`config.mk`:
```
export PLATFORM = sky130hd
export DESIGN_NAME = bf3_div9
export DESIGN_NICKNAME = d
export VERILOG_FILES = /design/src/sv/assert_macros.svh /design/src/sv/bf3_pkg.sv /design/src/sv/bf3_div9.sv
export SDC_FILE = /design/constraint.sdc
export NUM_CORES = 1
export LEC_CHECK = 0
export BUFFER_PORTS_ARGS = -buffer_cell sky130_fd_sc_hd__buf_2
export CAP_MARGIN = 20
export CORE_MARGIN = 2
export CORE_UTILIZATION = 38
export DETAILED_ROUTE_END_ITERATION = 6
export HOLD_SLACK_MARGIN = 0.05
export REMOVE_ABC_BUFFERS = 1
export SYNTH_ARGS = -nofsm -noshare
export SYNTH_HDL_FRONTEND = slang
export SYNTH_SLANG_ARGS = --single-unit
```
`constraint.sdc`:
```
create_clock -name clk -period 1.4 [get_ports clk]
set_input_delay 0.21 -clock clk [delete_from_list [all_inputs] [get_ports clk]]
set_output_delay 0.21 -clock clk [all_outputs]
set_load 0.02 [all_outputs]
```
`src/sv/assert_macros.svh`:
```
// Assertion macros shared by the box filter RTL.
// Uses the clk / arst_n names of the including module; NO_ASSERTIONS strips them.
`ifndef ASSERT_MACROS_SVH
`define ASSERT_MACROS_SVH

`ifndef NO_ASSERTIONS
`define BF3_ASSERT_ALWAYS(lbl, expr) \
	lbl: assert property (@(posedge clk) disable iff (!arst_n) (expr)) \
		else $error("bf3 assertion failed");
`define BF3_ASSERT_NEXT(lbl, ante, cons) \
	lbl: assert property (@(posedge clk) disable iff (!arst_n) (ante) |=> (cons)) \
		else $error("bf3 assertion failed");
`else
`define BF3_ASSERT_ALWAYS(lbl, expr)
`define BF3_ASSERT_NEXT(lbl, ante, cons)
`endif

`endif

```
`src/sv/bf3_pkg.sv`:
```
// Shared types, constants and helpers for the 3x3 box filter.
// No dependencies; imported by every bf3 module.
package bf3_pkg;

	localparam int MAX_WIDTH  = 1024;
	localparam int MAX_HEIGHT = 1024;
	localparam int PIX_BITS   = 8;

	localparam int DIM_W    = 11;                  // register field width
	localparam int COL_W    = $clog2(MAX_WIDTH);
	localparam int ROW_W    = $clog2(MAX_HEIGHT);
	localparam int SUM_W    = 12;                  // 9 * 255 + 4 fits
	localparam int RECIP9   = 3641;                // ceil(2^15 / 9)
	localparam int RECIP_W  = 12;
	localparam int RECIP_SH = 15;
	localparam int PROD_W   = SUM_W + RECIP_W;
	localparam int APB_W    = 32;
	localparam int ADDR_W   = 3;

	localparam logic [DIM_W-1:0] DIM_RESET = DIM_W'(64);
	localparam logic [DIM_W-1:0] DIM_MIN   = DIM_W'(2);
	localparam logic [DIM_W-1:0] WIDTH_MAX  = DIM_W'(MAX_WIDTH);
	localparam logic [DIM_W-1:0] HEIGHT_MAX = DIM_W'(MAX_HEIGHT);

	typedef logic [PIX_BITS-1:0] pix_t;

	typedef enum logic {
		FUNC_PIXEL = 1'b0,
		FUNC_FLUSH = 1'b1
	} func_t;

	typedef enum logic {
		REG_WIDTH  = 1'b0,
		REG_HEIGHT = 1'b1
	} reg_idx_t;

	typedef struct packed {
		func_t      func;
		logic [7:0] pixel;
	} pix_beat_t;

	typedef struct packed {
		logic [7:0] avg;
		logic       last_of_frame;
	} res_beat_t;

	// per-item window control, decided when the beat is taken
	typedef struct packed {
		logic emit;
		logic col0;
		logic mask_l;
		logic mask_r;
		logic mask_t;
		logic mask_b;
		logic last;
	} win_ctrl_t;

	function automatic logic [DIM_W-1:0] clamp_dim(input logic [DIM_W-1:0] v,
		input logic [DIM_W-1:0] maxv);
		logic [DIM_W-1:0] r;
		if (v < DIM_MIN) begin
			r = DIM_MIN;
		end else if (v > maxv) begin
			r = maxv;
		end else begin
			r = v;
		end
		return r;
	endfunction

endpackage

```
`src/sv/bf3_div9.sv`:
```
// Rounded divide-by-nine and result register.
// Uses bf3_pkg; floor((sum+4)/9) by reciprocal multiply.
module bf3_div9 (
	input  logic                       clk,
	input  logic                       arst_n,
	input  logic                       load,
	input  logic                       in_valid,
	input  logic [bf3_pkg::SUM_W-1:0]  sum,
	input  logic                       last,
	output logic                       out_valid,
	output bf3_pkg::res_beat_t         out_beat
);
	import bf3_pkg::*;

	logic [SUM_W-1:0]  rounded;
	logic [PROD_W-1:0] prod;
	logic              valid_s3;
	res_beat_t         beat_s3;

	assign rounded = sum + SUM_W'(4);
	// exact for every value below 2^15
	assign prod    = PROD_W'(rounded) * PROD_W'(RECIP9);

	always_ff @(posedge clk or negedge arst_n) begin
		if (!arst_n) begin
			valid_s3 <= 1'b0;
		end else if (load) begin
			valid_s3 <= in_valid;
		end
	end

	always_ff @(posedge clk) begin
		if (load) begin
			beat_s3.avg           <= prod[RECIP_SH +: 8];
			beat_s3.last_of_frame <= last;
		end
	end

	assign out_valid = valid_s3;
	assign out_beat  = beat_s3;

endmodule

```
==> results.yml, run 1 <==
status:
  status: "complete, but fails checks"
  violations: "setup timing"
sta:
  fmax_mhz: 231
  skew_ps: 0
  finalSetupViolations: 8
  fin_hold_ws_ps: 147
  max_slew_margin_pct: 74.5
  fin_crit_sh_pct: 309
  period_needed_ps: 4320
  worstMarginPinSlew_ps: 378
  postLayoutSetupSlackWorst_ps: -2920
  final_max_slew_viol_count: 0
  rsz0062_at_grt: "yes"
  tns_ps: -22640
  hold_viol_final: 0
routing:
  dr.pass1.iters: 4
  via_per_inst: 4.66
  drc_errors: 0
  final_antenna_net_count: 0
  vias: 2338
  drt-initial-drc-count: 56
  wl_per_cell_um: 14.0
  routed_wl_mm: 7.01
critical_path:
  worstPathArrival_ps: 4390
  end_kind: "flip-flop"
  path_class: "in -> reg"
  reg2reg_slack_ps: 670
  cp-start-kind: "input port"
  critPathRequiredTime_ps: 1470
  timing.rr.start: "out_valid"
  r2r_end: "out_valid"
  cp_max_fo: 5
  reg2reg_depth: 1
floorplan:
  start_util_pct: 39.4
  dieArea_um2: 7730
  placementRows: 30
  die_h_um: 87.9
  die_w_um: 87.9
  num_io_pins: 27
  design.core.area_um2: 6790
final_layout:
  diodes: 0
  final_cells: 502
  area_delta_synth_final_pct: 57.0
  layout_commonest_cell: "buf_4"
  final_cell_mix: "89 x buf_4, 53 x ha_1, 49 x inv_1, 21 x buf_2"
  nets: 515
  fin_area_um2: 4200
  drive_gt1_share_pct: 49.0
global_route:
  grt_max_degree: 11
  grt_pass1_wl_mm: 11.1
  antenna_found_initial: 0
  gr-total-overflow: 0
  grt_use_total_pct: 18.2
  grt_pass1_vias: 2534
cts:
  cts.sinks: 10
  cts_tree: "built"
  cts_buffers: 3
  cts_htree_levels: 1
  path_clk_slew_ps: 50
  cts_root_buf: "clkbuf_8"
  clockBufferDepth: 2
  clkLatencyLatePin_ps: 240
placed_design:
  dp.cells: 484
  routabilityCongestion: 0.861
  port_buffers: 26
  dp_hpwl_mm: 5.30
  placed_area_um2: 3540
synthesis:
  synth-async-reset-ratio_pct: 10.0
  yosysSeqAreaShare_pct: 11.0
  syn-cell-area_um2: 2680
  synth_warnings: 0
  synth-main-ff-cell: "edfxtp_1"
  syn_area_per_cell_um2: 9.49
  synth_edf_count: 9
  ys_ff_latch: 10
  syn-instance-count: 282
  synth_cell_type_count: 45
min_path:
  hold_path.class: "in -> reg"
  min_path_cells: 1
  holdPathEnd: "out_beat[0]"
  min_from: "last"
run:
  drv_cap: 0
[Yosys cell counts, types with 2 or more instances]
cell      count  area (um^2)
and3_1        3         18.8
a21oi_1      11         55.1
xnor2_1      18          158
edfxtp_1      9          270
xor2_1       12          105
inv_1        59          221
a21o_1        4         30.0
buf_2         3         15.0
ha_1         71          888
o21ai_0       6         30.0
o211ai_1      2         15.0
a41oi_2       2         32.5
a31oi_1       2         12.5
nand4_1       5         31.3
fa_1         20          400
nand2_1       8         30.0
nand3_1      11         55.1
o21bai_1      3         22.5
nor3_1        2         10.0
nor2_1        4         15.0
nor2b_1       2         12.5
and3_4        2         22.5
[sequential cells by signal (all words and copies together) (netlist names)]
register / flops
out_beat: 9
out_valid: 1
[final cells by class]
cell class	count	area (um^2)
Fill cell	546	2590
Clock buffer	4	55.1
Inverter	59	221
Multi-Input combinational cell	209	2580
Timing Repair Buffer	124	930
Tap cell	96	120
Sequential cell	10	295
[critical path, cell delays in order]
cell and delay (ps):
buf_6 70, and3_4 180, and3_4 210, buf_6 120, nand3_4 80, xor2_2 200, xor2_1 150, ha_2 170
o21bai_1 150, ha_1 320, fa_2 550, fa_2 460, ha_4 240, ha_4 300, nand4_1 150, nor2_1 130
o311ai_1 110, nor3b_2 180, or3_1 310, o211ai_1 90
[kinds of logic (layout without fill, tap and decap cells)]
family          Yosys count  after routing  share of synthesized area (%)
fa+ha+maj                92             92                           48.5
buf+inv                  63            187                           8.97
simple gates             45             45                           9.77
compound gates           39             39                           10.3
xor+xnor                 32             32                           11.0
flops                    10             10                           11.0
mux                       1              1                          0.421
[timing repair]
item | CTS | global route
pin swaps | 52 | 16
endpoints found under the setup margin | 8 | 8
endpoints found under the hold margin | 1 | 0
hold buffers | 1 | 0
setup buffers | 8 | 5
gates resized for setup | 77 | 11
[worst max-delay path by stage]
stage	endpoint	from	cells after the start
2_1_floorplan	out_beat[8]	sum[5]	21
5_1_grt	out_beat[8]	sum[6]	20
3_3_place_gp	out_beat[7]	sum[2]	16
6_report	out_beat[8]	sum[6]	20
3_5_place_dp	out_beat[8]	sum[5]	21
4_1_cts	out_beat[8]	sum[6]	21
[per-layer routing]
layer / GRT usage (%) / part of all wire (%)
met3: 0.566 / 1.6
met2: 39.4 / 58
met5: 0 / 0
met4: 3.92 / 1.6
met1: 18.8 / 39
[metrics by stage]
stage          utilization (%)  worst slack, ps
5_1_grt                   61.9            -3100
6_report                  61.9            -2920
3_5_place_dp              52.1            -3480
3_3_place_gp              52.1            -3390
2_1_floorplan                -            -3270
4_1_cts                   60.2            -2850
Power of run 1 is not shown: default switching activity piles up to over one toggle a cycle in this logic, so the estimate is an artifact.
==> run 2, diff against run 1 <==
--- a/config.mk
+++ b/config.mk
@@ -5,6 +5,7 @@
 export SDC_FILE = /design/constraint.sdc
 export NUM_CORES = 1
 export LEC_CHECK = 0
+export ABC_AREA = 1
 export BUFFER_PORTS_ARGS = -buffer_cell sky130_fd_sc_hd__buf_2
 export CAP_MARGIN = 20
 export CORE_MARGIN = 2
@@ -12,6 +13,7 @@
 export DETAILED_ROUTE_END_ITERATION = 6
 export HOLD_SLACK_MARGIN = 0.05
 export REMOVE_ABC_BUFFERS = 1
+export SETUP_SLACK_MARGIN = 0.3
 export SYNTH_ARGS = -nofsm -noshare
 export SYNTH_HDL_FRONTEND = slang
 export SYNTH_SLANG_ARGS = --single-unit
==> results.yml, run 2 <==
routing:
  final_antenna_net_count: 0
  drt-initial-drc-count: 63
  vias: 2709
  drc_errors: 0
  routed_wl_mm: 6.98
  wl_per_cell_um: 12.2
  via_per_inst: 4.75
  dr.pass1.iters: 4
synthesis:
  post-synth-top-count-cell: "inv_1"
  synth-main-ff-cell: "edfxtp_1"
  ys_ff_latch: 10
  synth_warnings: 0
  synth-async-reset-ratio_pct: 10.0
  synth_area_leaders: "ha_1 30%, fa_1 14%, inv_1 10%"
  synth_common_cells: "80 x inv_1, 71 x ha_1, 66 x nand2_1, 26 x nor2_1, 20 x fa_1"
  syn-cell-area_um2: 2910
  syn-instance-count: 368
  synth_cell_type_count: 33
  synth_top_area_share_pct: 30.5
  yosysSeqAreaShare_pct: 10.1
  syn_area_per_cell_um2: 7.92
  synth_edf_count: 9
  yosysTopAreaCell: "ha_1"
sta:
  finalSetupViolations: 8
  period_needed_ps: 4150
  hold_viol_final: 0
  worstMarginPinSlew_ps: 335
  final_max_slew_viol_count: 0
  fin_crit_sh_pct: 296
  max_slew_margin_pct: 77.4
  rsz0062_at_grt: "yes"
  skew_ps: 0
  postLayoutSetupSlackWorst_ps: -2750
  fmax_mhz: 241
global_route:
  grt_max_degree: 11
  grt_pass1_vias: 2856
  grt_use_total_pct: 17.2
  antenna_found_initial: 0
  gr-total-overflow: 0
  grt_pass1_wl_mm: 12.0
final_layout:
  ff_latch_area_um2: 295
  diodes: 0
  drive_gt1_share_pct: 42.7
  final_cells: 570
  layout_commonest_cell: "buf_4"
  nFillCells: 608
  multi_input_area_um2: 2860
  area_delta_synth_final_pct: 49.8
  largest_reg_flops: 9
  final_cell_mix: "69 x buf_4, 67 x inv_1, 56 x nand2_1, 50 x ha_1, 23 x buf_2"
  nets: 580
placed_design:
  port_buffers: 26
  dp_hpwl_mm: 5.75
  routabilityCongestion: 0.920
  dp.cells: 560
run:
  drv_cap: 0
floorplan:
  start_util_pct: 39.7
  num_io_pins: 27
  die_w_um: 91.6
  dieArea_um2: 8380
  die_h_um: 91.6
  placementRows: 31
  design.core.area_um2: 7330
critical_path:
  cp_slowest_cell: "fa_1"
  critPathTopFamily: "adder cells"
  worst-path-buf-inv: 3
  critPathRequiredTime_ps: 1380
  startpoint: "sum[3]"
  timing.rr.start: "out_valid"
  crit_chain: "buf_8 -> nand2_4 -> nor2_4 -> buf_6 -> nand4_4 -> xnor2_4 -> buf_6 -> xor2_1 -> ha_2 -> a21o_1 -> ha_4 -> fa_1 -> fa_1 -> ha_4 -> ha_4 -> nand4_1 -> nor2_2 -> nand4_1 -> nand4_1 -> nand2_1"
  path_class: "in -> reg"
  cp_max_fo: 5
  max_stage_delay_ps: 590
  worstPathArrival_ps: 4130
  cp-start-kind: "input port"
  reg2reg_slack_ps: 670
  end_kind: "flip-flop"
cts:
  cts_root_buf: "clkbuf_8"
  cts_tree: "built"
  cts.sinks: 10
  cts_buffers: 3
  path_clk_slew_ps: 40
  cts_htree_levels: 1
  clkLatencyLatePin_ps: 220
  clockBufferDepth: 2
status:
  status: "complete, but fails checks"
  violations: "setup timing"
min_path:
  min_from: "last"
  hold_path.class: "in -> reg"
[run 2: changes by cell type in the layout (fill, tap and decap cells not counted), moves of 7 or more]
| cell | delta |
|---|---|
| xnor2_1 | -9 |
| nor2_2 | +8 |
| inv_1 | +18 |
| nand2_1 | +49 |
| buf_6 | -9 |
| nand2_2 | +7 |
| buf_4 | -20 |
| nor2_1 | +9 |
[run 2: area by class of cell]
cell class / instances / area share (%)
Clock buffer: 4 / 1.26
Multi-Input combinational cell: 275 / 65.5
Sequential cell: 10 / 6.77
Inverter: 83 / 7.14
Tap cell: 99 / 2.84
Timing Repair Buffer: 99 / 16.5
[run 2: metrics by stage]
step           setup TNS, ps  setup slack, ps  instance area [um^2]  hold WS (ps)  utilization, %
3_5_place_dp          -26290            -3400                  3670         -12.1            50.1
3_3_place_gp          -26140            -3350                  3670         -16.0            50.1
2_1_floorplan         -24410            -3140                  2910         -85.6               -
4_1_cts               -21110            -2720                  4270           154            58.3
6_report              -21580            -2750                  4360           161            59.5
5_1_grt               -22940            -2930                  4360           148            59.5
[run 2: logic make-up (layout without fill, tap and decap cells)]
logic type	count (synthesis)	in the layout	share of synthesized area, %
muxes	1	1	0.387
buffers and inverters	83	186	10.7
xor gates and xnor gates	21	21	7.47
AOI/OAI and AO/OA	40	40	8.68
DFF	10	10	10.1
and+or+nand+nor	122	122	18.4
adders and majority gates	91	91	44.2
[run 2: worst paths after layout]
check,end,depth (start not counted)
setup / recovery,out_beat[8],20
hold / removal,out_beat[0],1
setup reg to reg,out_valid,1
hold reg to reg,out_valid,1
max in group asynchronous,out_valid,2
min in group asynchronous,out_valid,2
[run 2: repair_timing]
action	in CTS	in global routing
resized for setup	102	21
hold endpoints to repair	1	0
endpoints found under the setup margin	8	8
pin swaps	54	15
gates cloned	0	0
buffers inserted	5	0
hold buffers	1	0
[run 2: routing by layer]
layer  wire length [um]  up-vias  global-route usage [%]
met3                179        8                    1.24
met4                 96        0                    4.17
met2               3630       47                    33.3
li1                   -     1392                       -
met5                  0        -                       0
met1               3070     1262                    20.2
Power of run 2 is left out for the same reason.
==> run 3, diff against run 2 <==
--- a/config.mk
+++ b/config.mk
@@ -11,6 +11,7 @@
 export CORE_MARGIN = 2
 export CORE_UTILIZATION = 38
 export DETAILED_ROUTE_END_ITERATION = 6
+export GPL_TIMING_DRIVEN = 0
 export HOLD_SLACK_MARGIN = 0.05
 export REMOVE_ABC_BUFFERS = 1
 export SETUP_SLACK_MARGIN = 0.3
==> results.yml, run 3 (synthesis gave the netlist of run 2 again) <==
status:
  violations: "setup timing"
  status: "complete, but fails checks"
sta:
  worstMarginPinSlew_ps: 359
  period_needed_ps: 4200
  skew_ps: 0
  fin_hold_ws_ps: 160
  hold_viol_final: 0
  rsz0062_at_grt: "yes"
  max_slew_margin_pct: 75.9
  finalSetupViolations: 8
  tns_ps: -22180
  fin_crit_sh_pct: 300
  final_max_slew_viol_count: 0
  fmax_mhz: 238
  postLayoutSetupSlackWorst_ps: -2800
global_route:
  grt_use_total_pct: 16.8
  grt_pass1_vias: 2577
  gr-total-overflow: 0
  grt_max_degree: 11
  antenna_found_initial: 0
  grt_pass1_wl_mm: 11.5
floorplan:
  dieArea_um2: 8380
  start_util_pct: 39.7
  design.core.area_um2: 7330
  placementRows: 31
  num_io_pins: 27
  die_w_um: 91.6
  die_h_um: 91.6
min_path:
  hold_path.class: "in -> reg"
critical_path:
  cp-start-kind: "input port"
  critPathRequiredTime_ps: 1390
  worstPathArrival_ps: 4190
  path_class: "in -> reg"
  cp_max_fo: 4
  end_kind: "flip-flop"
routing:
  drc_errors: 0
  wl_per_cell_um: 12.7
  drt-initial-drc-count: 58
  final_antenna_net_count: 0
  dr.pass1.iters: 4
  via_per_inst: 4.79
  routed_wl_mm: 6.64
  vias: 2493
final_layout:
  final_cells: 521
  nFillCells: 669
  final_cell_mix: "71 x inv_1, 57 x nand2_1, 57 x ha_1, 23 x buf_4, 22 x buf_2"
  multi_input_area_um2: 2730
  area_delta_synth_final_pct: 33.0
  drive_gt1_share_pct: 29.9
  layout_commonest_cell: "inv_1"
  utilization_pct: 52.8
  nets: 531
  diodes: 0
  ff_latch_area_um2: 295
  largest_reg_flops: 9
cts:
  cts_root_buf: "clkbuf_8"
  cts_buffers: 3
  path_clk_slew_ps: 50
  clkLatencyLatePin_ps: 220
  cts_htree_levels: 1
  cts_tree: "built"
  clockBufferDepth: 2
  cts.sinks: 10
placed_design:
  routabilityCongestion: 0.830
  dp_hpwl_mm: 5.18
  dp.cells: 493
  port_buffers: 26
run:
  drv_cap: 0
==> run 3: changes by cell type in the layout (fill, tap and decap cells not counted), moves of 4 or more <==
cell and change:
ha_4 -5, buf_4 -46, buf_6 -4, nand3_1 +4, nor2_2 -5, inv_2 -6, ha_1 +7, nor2_1 +7
inv_1 +4
==> run 3: timing repair <==
item,CTS,global route
setup buffers,10,13
setup endpoints to repair,8,8
cloned,0,0
pin swaps,38,18
resized for setup,71,26
hold endpoints to repair,1,0
hold buffers,1,0
==> run 3: final timing paths <==
path	start	end	slack [ps]	depth (start not counted)
setup reg to reg	out_valid	out_valid	670	1
min in group asynchronous	arst_n	out_valid	300	2
hold reg to reg	out_valid	out_valid	500	1
setup / recovery	sum[4]	out_beat[1]	-2800	22
max in group asynchronous	arst_n	out_valid	1010	2
hold / removal	last	out_beat[0]	160	1
==> run 3: layout make-up <==
cell class | instances | share of cell area (%)
multi-input combinational | 275 | 70.5
tap | 99 | 3.20
sequential | 10 | 7.62
clock buffer | 4 | 1.16
timing repair buffer | 50 | 9.37
inverter | 83 | 8.17
==> run 3: layer usage <==
layer / track usage [%] / vias up / share of wire [%]
met3: 1.16 / 10 / 2.3
li1: - / 1294 / -
met2: 30.8 / 49 / 50
met5: 0 / - / 0
met4: 4.55 / 0 / 1.4
met1: 21.1 / 1140 / 46
==> run 3: through the flow <==
stage / worst slack [ps] / instance area, um^2
final: -2800 / 3870
after global routing: -2990 / 3870
after CTS: -2790 / 3660
after detailed placement: -3760 / 3170
after global placement: -3750 / 3170
after floorplan: -3140 / 2910
==> run 3: worst max-delay path, stage by stage <==
cell and delay [ps]:
buf_8 90, inv_4 40, nor2_4 170, nand3_4 130
xor2_4 180, xor2_1 160, ha_1 320, ha_4 290
inv_2 40, fa_1 510, inv_2 50, fa_1 510
inv_1 50, fa_1 480, inv_2 50, ha_4 320
nand2_1 100, nor2_1 130, a21boi_2 190, nor2_1 50
nand2_1 60, nand2_1 40
Power of run 3 is left out for the same reason.
