`config.mk`:
```
export PLATFORM = sky130hd
export DESIGN_NAME = bf3_window
export DESIGN_NICKNAME = d
export VERILOG_FILES = /design/src/sv/assert_macros.svh /design/src/sv/bf3_pkg.sv /design/src/sv/bf3_window.sv
export SDC_FILE = /design/constraint.sdc
export NUM_CORES = 1
export LEC_CHECK = 0
export BUFFER_PORTS_ARGS = -buffer_cell sky130_fd_sc_hd__clkbuf_2
export CAP_MARGIN = 40
export CORE_ASPECT_RATIO = 1.75
export CORE_MARGIN = 2
export CORE_UTILIZATION = 40
export CTS_BUF_LIST = sky130_fd_sc_hd__clkbuf_2
export DETAILED_ROUTE_END_ITERATION = 8
export GPL_ROUTABILITY_DRIVEN = 0
export RECOVER_POWER = 50
export SLEW_MARGIN = 20
export SYNTH_ARGS = -nofsm -noshare
export SYNTH_HDL_FRONTEND = slang
export SYNTH_SLANG_ARGS = --single-unit
```
`constraint.sdc`:
```
create_clock -name clk -period 8.6 [get_ports clk]
set_input_delay 0.43 -clock clk [delete_from_list [all_inputs] [get_ports clk]]
set_output_delay 0.43 -clock clk [all_outputs]
set_load 0.02 [all_outputs]
```
`src/sv/assert_macros.svh`:
```
// Assertion macros shared by the box filter RTL.
// Uses the clk / arst_n names of the including module; NO_ASSERTIONS strips them.
`ifndef ASSERT_MACROS_SVH
`define ASSERT_MACROS_SVH

`ifndef NO_ASSERTIONS
`define BF3_ASSERT_ALWAYS(lbl, expr) \
	lbl: assert property (@(posedge clk) disable iff (!arst_n) (expr)) \
		else $error("bf3 assertion failed");
`define BF3_ASSERT_NEXT(lbl, ante, cons) \
	lbl: assert property (@(posedge clk) disable iff (!arst_n) (ante) |=> (cons)) \
		else $error("bf3 assertion failed");
`else
`define BF3_ASSERT_ALWAYS(lbl, expr)
`define BF3_ASSERT_NEXT(lbl, ante, cons)
`endif

`endif

```
`src/sv/bf3_pkg.sv`:
```
// Shared types, constants and helpers for the 3x3 box filter.
// No dependencies; imported by every bf3 module.
package bf3_pkg;

	localparam int MAX_WIDTH  = 1024;
	localparam int MAX_HEIGHT = 1024;
	localparam int PIX_BITS   = 8;

	localparam int DIM_W    = 11;                  // register field width
	localparam int COL_W    = $clog2(MAX_WIDTH);
	localparam int ROW_W    = $clog2(MAX_HEIGHT);
	localparam int SUM_W    = 12;                  // 9 * 255 + 4 fits
	localparam int RECIP9   = 3641;                // ceil(2^15 / 9)
	localparam int RECIP_W  = 12;
	localparam int RECIP_SH = 15;
	localparam int PROD_W   = SUM_W + RECIP_W;
	localparam int APB_W    = 32;
	localparam int ADDR_W   = 3;

	localparam logic [DIM_W-1:0] DIM_RESET = DIM_W'(64);
	localparam logic [DIM_W-1:0] DIM_MIN   = DIM_W'(2);
	localparam logic [DIM_W-1:0] WIDTH_MAX  = DIM_W'(MAX_WIDTH);
	localparam logic [DIM_W-1:0] HEIGHT_MAX = DIM_W'(MAX_HEIGHT);

	typedef logic [PIX_BITS-1:0] pix_t;

	typedef enum logic {
		FUNC_PIXEL = 1'b0,
		FUNC_FLUSH = 1'b1
	} func_t;

	typedef enum logic {
		REG_WIDTH  = 1'b0,
		REG_HEIGHT = 1'b1
	} reg_idx_t;

	typedef struct packed {
		func_t      func;
		logic [7:0] pixel;
	} pix_beat_t;

	typedef struct packed {
		logic [7:0] avg;
		logic       last_of_frame;
	} res_beat_t;

	// per-item window control, decided when the beat is taken
	typedef struct packed {
		logic emit;
		logic col0;
		logic mask_l;
		logic mask_r;
		logic mask_t;
		logic mask_b;
		logic last;
	} win_ctrl_t;

	function automatic logic [DIM_W-1:0] clamp_dim(input logic [DIM_W-1:0] v,
		input logic [DIM_W-1:0] maxv);
		logic [DIM_W-1:0] r;
		if (v < DIM_MIN) begin
			r = DIM_MIN;
		end else if (v > maxv) begin
			r = maxv;
		end else begin
			r = v;
		end
		return r;
	endfunction

endpackage

```
`src/sv/bf3_window.sv`:
```
// 3x3 window columns, edge masking and neighborhood sum.
// Uses bf3_pkg; sum is combinational from the stage-1 beat.
module bf3_window (
	input  logic                       clk,
	input  logic                       arst_n,
	input  logic                       shift,
	input  bf3_pkg::win_ctrl_t         ctrl,
	input  bf3_pkg::pix_t              up,
	input  bf3_pkg::pix_t              mid,
	input  bf3_pkg::pix_t              pix,
	output logic [bf3_pkg::SUM_W-1:0]  sum
);
	import bf3_pkg::*;

	pix_t col1_q [3];
	pix_t col2_q [3];
	pix_t new_col [3];
	pix_t nb [3][3];

	assign new_col[0] = up;
	assign new_col[1] = mid;
	assign new_col[2] = pix;

	always_comb begin
		for (int r = 0; r < 3; r++) begin
			nb[r][0] = col1_q[r];
			nb[r][1] = col2_q[r];
			// first column of a row: right neighbor is the row wrap, not a pixel
			nb[r][2] = ctrl.col0 ? '0 : new_col[r];
			if (ctrl.mask_l) nb[r][0] = '0;
			if (ctrl.mask_r) nb[r][2] = '0;
		end
		for (int c = 0; c < 3; c++) begin
			if (ctrl.mask_t) nb[0][c] = '0;
			if (ctrl.mask_b) nb[2][c] = '0;
		end
	end

	always_comb begin
		sum = '0;
		for (int r = 0; r < 3; r++) begin
			for (int c = 0; c < 3; c++) begin
				sum = sum + SUM_W'(nb[r][c]);
			end
		end
	end

	always_ff @(posedge clk or negedge arst_n) begin
		if (!arst_n) begin
			for (int r = 0; r < 3; r++) begin
				col1_q[r] <= '0;
				col2_q[r] <= '0;
			end
		end else if (shift) begin
			for (int r = 0; r < 3; r++) begin
				col1_q[r] <= col2_q[r];
				col2_q[r] <= new_col[r];
			end
		end
	end

endmodule

```
==> flow_summary.json, run 1 <==
{
  "status": "finished with violations",
  "violations": "max-capacitance violations, max-slew violations",
  "regArea_um2": 1200,
  "reg2reg_slack_ns": 7.76,
  "drt_iter0_drc": 64,
  "syn_area_um2": 3890,
  "wl_um": 7170,
  "nets": 496,
  "ctsHtreeMaxLevel": 2,
  "ys_warn_count": 0,
  "first_global_vias": 2703,
  "setup_viol": 0,
  "cp_data_arrival_time_ns": 5.00,
  "cp_max_fo": 10,
  "num_vias": 2395,
  "cts_root_buffer": "clkbuf_2",
  "die_h_um": 134,
  "post-cts-setup-buffers": 0,
  "finalCritPeriodShare": 0.631,
  "clock_skew_ns": 0.0372,
  "total_power_w": 0.00111,
  "start_util": 0.411,
  "hold_path_class": "input pin to flip-flop",
  "peakVddDrop_mv": 0.179,
  "yosys.area.top_type_share": 0.309,
  "hold_violations": 0,
  "grt_max_degree": 55,
  "drt.antenna.violating_nets": 0,
  "core_area_um2": 9470,
  "die_w_um": 78.6,
  "clk_path_buf_depth": 2,
  "leakage_nw": 2.13,
  "grt_setup_unrepaired": "no",
  "synth_fp_nets": 452,
  "reg2reg_from": "col2_q[10]$_DFFE_PN0P_",
  "insertion_delay_ns": 0.45,
  "hp-start": "mid[1]",
  "dieArea_um2": 10600,
  "cap_violations": 2,
  "multiInputGateArea_um2": 2370,
  "ios": 46,
  "powerDensity_nw_per_um2": 259,
  "cts_tree": "yes",
  "clock.fmax_ghz": 0.184,
  "worstPathRequired_ns": 8.17,
  "rows": 47,
  "clk_pin_slew_ns": 0.26,
  "slew_violations": 104,
  "areaGrowthSynthToFinish_pct": 9.78,
  "io_buffers": 43,
  "tns_ns": 0,
  "grt_pass1_wl_um": 12700,
  "gr-total-overflow": 0,
  "yosysTopAreaCell": "dfrtp_1",
  "synth_cell_type_count": 32,
  "ys_seq_area_frac": 0.309,
  "dp_hpwl_um": 5830,
  "postCtsResizedCells": 0,
  "startpoint": "ctrl[4]",
  "drc_errors": 0,
  "worst_pin_slew_ns": 2.71,
  "ys_ff_latch": 48,
  "fill_cells": 931,
  "drtPass1Iterations": 4,
  "synthTopCellsByArea": "dfrtp_1 31%, fa_1 28%, mux2_2 12%",
  "routedWlPerCell_um": 13.8,
  "slew_headroom": -0.806,
  "endpoint_kind": "primary output",
  "hold_buffers": 0,
  "path_class": "input pin to primary output",
  "avgSynthCellArea_um2": 11.1,
  "cts.sinks": 48,
  "routed_via_density": 4.61,
  "grt_usage": 0.153,
  "cts_buffers": 5,
  "start_kind": "input pin",
  "drive_gt1_frac": 0.253,
  "synthCells": 351,
  "min_period_ns": 5.43,
  "antenna_found_initial": 1
}
==> registers in the layout (all words and copies together), names as in the netlist <==
name and flops:
col2_q 24, col1_q 24
==> synthesized netlist by cell type (all sizes together) <==
cell type / number
mux2: 42
nand2b: 15
fa: 54
and2: 17
a21o: 3
buf: 5
dfrtp: 48
a31oi: 1
o21ai: 6
nand2: 32
o221ai: 1
and2b: 1
nor2: 4
xnor2: 4
nor3: 3
nor2b: 9
a311oi: 1
and3: 1
a21oi: 4
inv: 75
ha: 13
o21a: 2
nand4: 2
nand3b: 1
xor2: 2
or2: 1
clkbuf: 3
o211ai: 1
==> worst max-delay path, stage by stage <==
cell and delay, ns:
clkbuf_2 0.22, nor2_1 0.56, and2_1 0.25, fa_1 0.41
fa_1 0.47, fa_1 0.54, inv_1 0.05, fa_1 0.46
inv_1 0.07, ha_1 0.17, inv_1 0.05, fa_1 0.40
and2b_1 0.25, o211ai_1 0.13, a31oi_1 0.19, xor2_1 0.16
clkbuf_2 0.18
==> per-stage QoR <==
| stage | cells | cell area (µm²) | worst slack (ns) | utilization | hold WS [ns] |
|---|---|---|---|---|---|
| after floorplan | 351 | 3890 | 3.59 | - | 0.134 |
| after global placement | 510 | 4240 | 3.12 | 0.448 | 0.484 |
| after detailed placement | 510 | 4240 | 3.10 | 0.448 | 0.488 |
| after CTS | 518 | 4280 | 3.10 | 0.452 | 0.0398 |
| after global routing | 519 | 4270 | 2.87 | 0.451 | 0.176 |
| final | 519 | 4270 | 3.17 | 0.451 | 0.178 |
==> layer usage <==
layer	track usage	up-vias	part of all wire	wire (µm)
met5	0	-	0	0
met4	0.0546	0	0.017	121
met3	0.0154	7	0.023	162
met2	0.272	36	0.54	3870
met1	0.193	1195	0.42	3010
li1	-	1157	-	-
==> power by group <==
part / internal, W / leakage (nW) / switching, W
Combinational: 0.000305 / 1.53 / 0.000440
Clock: 0.0000217 / 0.0306 / 0.0000715
Sequential: 0.000253 / 0.567 / 0.0000149
Total: 0.000580 / 2.13 / 0.000526
==> logic make-up after synthesis <==
group | after synthesis | synth area share
xor+xnor | 6 | 0.0135
compound gates | 19 | 0.0360
mux | 42 | 0.122
fa+ha+maj | 67 | 0.320
flops | 48 | 0.309
simple gates | 86 | 0.119
buf+inv | 83 | 0.0817
==> layout by cell type (no fill, tap or decap), drive strengths merged, types with 2 or more instances in the layout <==
master	n
o21a	2
inv	75
nand2	32
nand2b	15
nor2	4
mux2	42
and2	17
a21o	3
fa	54
a21oi	4
dfrtp	48
nor2b	9
ha	13
o21ai	6
nand4	2
clkbuf	52
xnor2	4
nor3	3
xor2	2
==> final timing paths <==
path,to,cells past startpoint
hold reg to reg,col1_q[4]$_DFFE_PN0P_,1
hold / removal,col2_q[9]$_DFFE_PN0P_,3
min in group asynchronous,col1_q[2]$_DFFE_PN0P_,2
setup reg to reg,col2_q[10]$_DFFE_PN0P_,2
setup / recovery,sum[10],17
max in group asynchronous,col2_q[16]$_DFFE_PN0P_,2
==> final cells by class <==
| type | count | area share |
|---|---|---|
| multi-input combinational | 220 | 0.555 |
| sequential | 48 | 0.281 |
| inverter | 75 | 0.0659 |
| timing repair buffer | 45 | 0.0521 |
| tap | 122 | 0.0357 |
| clock buffer | 7 | 0.00820 |
| clock inverter | 1 | 0.000879 |
| antenna | 1 | 0.000586 |
No activity file was read; power rests on OpenSTA's default activity.
==> inputs of run 2 (changes only) <==
==> constraint.sdc (replaced) <==
create_clock -name clk -period 4.45 [get_ports clk]
set_input_delay 0.2225 -clock clk [delete_from_list [all_inputs] [get_ports clk]]
set_output_delay 0.2225 -clock clk [all_outputs]
set_load 0.02 [all_outputs]
==> flow_summary.json, run 2 (synthesis results as in run 1) <==
{
  "status": "finished with violations",
  "violations": "max-capacitance violations, max-slew violations, negative setup slack",
  "gr-total-overflow": 0,
  "hold_path_class": "input pin to flip-flop",
  "routedWlPerCell_um": 13.8,
  "powerDensity_nw_per_um2": 529,
  "cp_max_fo": 2,
  "rows": 47,
  "wl_met1_um": 3260,
  "power.switching_w": 0.00114,
  "die_h_um": 134,
  "worst_slack_ns": -0.296,
  "drt_iter0_drc": 70,
  "n_antenna_cell": 0,
  "hold_violations": 0,
  "nets": 547,
  "start_util": 0.411,
  "cts_buffers": 5,
  "utilization": 0.516,
  "path_cells": "nand2_2 > fa_1 > inv_2 > fa_1 > fa_1 > inv_2 > fa_1 > inv_2 > ha_4 > inv_2 > fa_2 > and2b_1 > o211ai_1 > a31oi_2 > xor2_2 > clkbuf_8",
  "crit_slowest_cell": "fa_1",
  "areaGrowthSynthToFinish_pct": 25.6,
  "wl_met2_um": 4210,
  "dieArea_um2": 10600,
  "cts_tree": "yes",
  "path_class": "flip-flop to primary output",
  "cts_root_buffer": "clkbuf_2",
  "dpl_cell_area_um2": 4410,
  "grt_setup_unrepaired": "yes",
  "grt_pass1_wl_um": 13600,
  "grt_max_degree": 55,
  "reg2reg_from": "col2_q[4]$_DFFE_PN0P_",
  "routed_via_density": 4.66,
  "drive_gt1_frac": 0.342,
  "grt_usage": 0.164,
  "clkPwrFrac": 0.072,
  "start_kind": "flip-flop",
  "startpoint": "col1_q[18]$_DFFE_PN0P_",
  "mostFrequentLayoutCell": "inv_1",
  "cap_violations": 2,
  "clock.fmax_ghz": 0.211,
  "p_comb_frac": 0.728,
  "ctsHtreeMaxLevel": 2,
  "seqPwrFrac": 0.201,
  "leakage_nw": 2.39,
  "num_vias": 2649,
  "dp_hpwl_um": 6210,
  "drtPass1Iterations": 4,
  "finalCritPeriodShare": 1.07,
  "slew_violations": 104,
  "p_int_w": 0.00144,
  "dp.cells": 531,
  "slowest_delay_ns": 0.54,
  "slew_headroom": -0.812,
  "worst_pin_slew_ns": 2.72,
  "cts.sinks": 48,
  "cp_data_arrival_time_ns": 4.52,
  "reg2reg_slack_ns": 3.54,
  "first_global_vias": 2964,
  "clk_path_buf_depth": 2,
  "io_buffers": 43,
  "core_area_um2": 9470,
  "whs_endpoint": "col2_q[13]$_DFFE_PN0P_",
  "reg_top3": "col1_q (24), col2_q (24)",
  "clock_skew_ns": 0.0167,
  "endpoint_kind": "primary output",
  "ios": 46,
  "wl_um": 7840,
  "die_w_um": 78.6,
  "final_cell_mix": "66 x inv_1, 51 x fa_1, 48 x dfrtp_1",
  "drc_errors": 0,
  "instances_no_fill": 569,
  "hp-start": "mid[5]",
  "p_sw_frac": 0.442,
  "ff2ff_path_depth": 2,
  "final_area_um2": 4890,
  "antenna_found_initial": 0,
  "insertion_delay_ns": 0.45,
  "setup_viol": 6,
  "worstHoldPathCells": 4,
  "timing.rr.end": "col1_q[4]$_DFFE_PN0P_",
  "drt.antenna.violating_nets": 0,
  "met3_wirelength_um": 191,
  "worstPathRequired_ns": 4.23,
  "peakVddDrop_mv": 0.655,
  "highest_layer": "met4",
  "min_period_ns": 4.75,
  "clk_pin_slew_ns": 0.26
}
-- run 2: cell count changes in the layout (fill, tap and decap cells not counted), moves of 4 or more --
cell	change
clkbuf_2	-9
and2_1	-4
and2_4	+4
inv_1	-9
dlygate4sd3_1	+25
buf_4	+28
inv_2	+9
-- run 2: power groups by stage --
| stage | Combinational, W | Sequential (W) | Clock, W |
|---|---|---|---|
| final | 0.00188 | 0.000519 | 0.000185 |
| after global routing | 0.00210 | 0.000527 | 0.000212 |
| after CTS | 0.00181 | 0.000518 | 0.000198 |
| after detailed placement | 0.00159 | 0.000527 | 0 |
| after global placement | 0.00156 | 0.000525 | 0 |
| after floorplan | 0.00111 | 0.000518 | 0 |
-- run 2: worst max-delay path, delay by kind of cell, from the launching register on --
kind / cells / cell delay, ns
xor gates and xnor gates: 1 / 0.16
buffers and inverters: 5 / 0.36
adders and majority gates: 6 / 2.44
DFF: 1 / 0.42
and+or+nand+nor: 2 / 0.29
AOI/OAI and AO/OA: 2 / 0.40
-- run 2: per-stage QoR --
step / hold WS (ns) / setup TNS [ns] / setup WS (ns) / total power, W
3_3_place_gp: 0.359 / -0.994 / -0.250 / 0.00209
5_1_grt: 0.512 / -2.05 / -0.497 / 0.00284
4_1_cts: 0.00272 / -1.31 / -0.397 / 0.00253
3_5_place_dp: 0.366 / -1.26 / -0.288 / 0.00212
2_1_floorplan: -0.0731 / 0 / 0.00527 / 0.00163
6_report: 0.526 / -0.745 / -0.296 / 0.00258
-- run 2: routing by layer --
metal,vias to the layer above,track usage
met1,1334,0.200
met3,11,0.0160
met2,47,0.295
li1,1257,-
met4,0,0.0614
met5,-,0
-- run 2: cell type report --
class,count,area [µm²]
clock buffers,6,30.0
clock inverters,2,11.3
fillers,869,4580
inverters,75,282
multi-input cells,220,2500
flip-flops and latches,48,1200
well taps,122,153
repair buffers,96,712
-- run 2: how the worst max path moves through the flow --
| stage | end | slack [ns] |
|---|---|---|
| floorplan | sum[10] | 0.005 |
| global placement | sum[9] | -0.25 |
| detailed placement | sum[9] | -0.29 |
| CTS | sum[10] | -0.40 |
| global route | sum[10] | -0.50 |
| finish | sum[10] | -0.30 |
-- run 2: repair_timing --
action | CTS | global route
setup buffers | 3 | 4
hold endpoints to repair | 71 | 1
endpoints found under the setup margin | 8 | 8
pin swaps | 32 | 26
resized for setup | 23 | 25
hold buffers | 24 | 1
==> inputs of run 3 (changes only) <==
--- a/config.mk
+++ b/config.mk
@@ -14,7 +14,8 @@
 export DETAILED_ROUTE_END_ITERATION = 8
 export GPL_ROUTABILITY_DRIVEN = 0
 export RECOVER_POWER = 50
-export SLEW_MARGIN = 20
+export SETUP_SLACK_MARGIN = 0.2
+export SLEW_MARGIN = 15
 export SYNTH_ARGS = -nofsm -noshare
 export SYNTH_HDL_FRONTEND = slang
 export SYNTH_SLANG_ARGS = --single-unit
==> flow_summary.json, run 3 (synthesis results as in run 1) <==
{
  "status": "finished with violations",
  "violations": "max-capacitance violations, max-slew violations, negative setup slack",
  "powerDensity_nw_per_um2": 588,
  "hp-start": "mid[7]",
  "ctsHtreeMaxLevel": 2,
  "grt_pass1_wl_um": 14000,
  "endpoint_kind": "primary output",
  "first_global_vias": 3061,
  "setup_viol": 8,
  "routed_via_density": 4.70,
  "die_h_um": 134,
  "fill_cells": 830,
  "wl_um": 8110,
  "min_period_ns": 4.67,
  "cts_root_buffer": "clkbuf_2",
  "slowest_delay_ns": 0.56,
  "start_kind": "flip-flop",
  "reg_top3": "col1_q (24), col2_q (24)",
  "grt_max_degree": 55,
  "crit_family": "adder cells",
  "finalCritPeriodShare": 1.05,
  "path_class": "flip-flop to primary output",
  "gr-usage-met2": 0.306,
  "routedWlPerCell_um": 13.9,
  "antenna_found_initial": 1,
  "insertion_delay_ns": 0.45,
  "dp_hpwl_um": 6210,
  "cp_data_arrival_time_ns": 4.45,
  "instances_no_fill": 582,
  "cp_max_fo": 2,
  "multiInputGateArea_um2": 2580,
  "nets": 559,
  "slew_violations": 104,
  "rows": 47,
  "gr-total-overflow": 0,
  "path_cells": "nand2_1 > fa_1 > inv_2 > fa_1 > fa_1 > inv_1 > fa_1 > inv_2 > ha_4 > inv_2 > fa_2 > and2b_1 > o211ai_1 > a31oi_2 > xor2_2 > clkbuf_8",
  "hold_violations": 0,
  "cts_tree": "yes",
  "dp.cells": 532,
  "die_w_um": 78.6,
  "clk_pin_slew_ns": 0.25,
  "peakVddDrop_mv": 0.648,
  "cts.sinks": 48,
  "mostFrequentLayoutCell": "inv_1",
  "core_area_um2": 9470,
  "drive_gt1_frac": 0.377,
  "cap_violations": 2,
  "worstPathRequired_ns": 4.23,
  "grt_setup_unrepaired": "yes",
  "drtPass1Iterations": 4,
  "total_power_w": 0.00303,
  "regArea_um2": 1200,
  "dieArea_um2": 10600,
  "start_util": 0.411,
  "grt_usage": 0.170,
  "areaGrowthSynthToFinish_pct": 32.2,
  "drc_errors": 0,
  "path_buf_inv": 5,
  "ios": 46,
  "drt_iter0_drc": 50,
  "slew_headroom": -0.835,
  "use_met3": 0.0194,
  "leakage_nw": 2.49,
  "worst_slack_ns": -0.221,
  "clock_skew_ns": 0.00763,
  "grt_use_met1": 0.205,
  "clock.fmax_ghz": 0.214,
  "crit_top_cell": "fa_1",
  "worst_pin_slew_ns": 2.75,
  "drt.antenna.violating_nets": 0,
  "reg2reg_from": "col2_q[4]$_DFFE_PN0P_",
  "clk_path_buf_depth": 2,
  "num_vias": 2737,
  "startpoint": "col1_q[18]$_DFFE_PN0P_",
  "crit_slowest_cell": "fa_1",
  "final_cell_mix": "68 x inv_1, 51 x fa_1, 48 x dfrtp_1",
  "globalRoute.busiestLayer": "met2",
  "tns_ns": -1.38,
  "io_buffers": 43,
  "hold_path_class": "input pin to flip-flop",
  "cts_buffers": 5
}
run 3: cell types whose count changed in the layout (fill, tap and decap cells not counted), moves of 2 or more:
cell,delta
xnor2_2,+2
inv_2,-2
buf_6,+10
ha_4,+3
buf_4,+2
clkbuf_2,-2
clkbuf_8,+3
xnor2_1,-2
inv_1,+2
ha_1,-4
run 3: cell type report:
type                            count  share of cell area
Antenna cell                        1            0.000487
Clock buffer                        5             0.00487
Clock inverter                      3             0.00827
Inverter                           75              0.0547
Multi-Input combinational cell    220               0.501
Sequential cell                    48               0.234
Tap cell                          122              0.0297
Timing Repair Buffer              108               0.167
run 3: final timing paths:
| path | end | slack, ns | cells past startpoint |
|---|---|---|---|
| min in group asynchronous | col1_q[5]$_DFFE_PN0P_ | 1.20 | 3 |
| worst min-delay path | col2_q[15]$_DFFE_PN0P_ | 0.04 | 2 |
| worst max register to register | col1_q[4]$_DFFE_PN0P_ | 3.43 | 3 |
| worst min register to register | col1_q[4]$_DFFE_PN0P_ | 0.53 | 1 |
| max in group asynchronous | col1_q[21]$_DFFE_PN0P_ | 1.78 | 3 |
| worst max-delay path | sum[10] | -0.22 | 16 |
run 3: per-layer routing:
| metal | part of all wire | vias to the layer above |
|---|---|---|
| met1 | 0.40 | 1396 |
| li1 | - | 1284 |
| met4 | 0.024 | 0 |
| met5 | 0 | - |
| met2 | 0.56 | 45 |
| met3 | 0.020 | 12 |
run 3: power breakdown:
part	leakage [nW]	total, W	switching [W]	internal, W
Combinational	1.88	0.00226	0.00108	0.00118
Clock	0.0390	0.000246	0.000152	0.0000935
Sequential	0.567	0.000519	0.0000298	0.000489
Total	2.49	0.00303	0.00126	0.00177
run 3: what timing repair did:
action,4_1_cts,5_1_grt
gates cloned,0,0
hold buffers,24,0
buffers inserted,11,6
hold endpoints to repair,71,0
pin swaps,37,17
endpoints found under the setup margin,9,9
resized for setup,36,25
run 3: through the flow:
step	hold slack (ns)	setup WS (ns)	utilization	cell area, µm²
2_1_floorplan	-0.0731	0.110	-	3970
3_3_place_gp	0.355	-0.231	0.470	4450
3_5_place_dp	0.372	-0.284	0.470	4450
4_1_cts	0.00994	-0.313	0.528	5000
5_1_grt	0.00118	-0.478	0.543	5140
6_report	0.0419	-0.221	0.543	5140
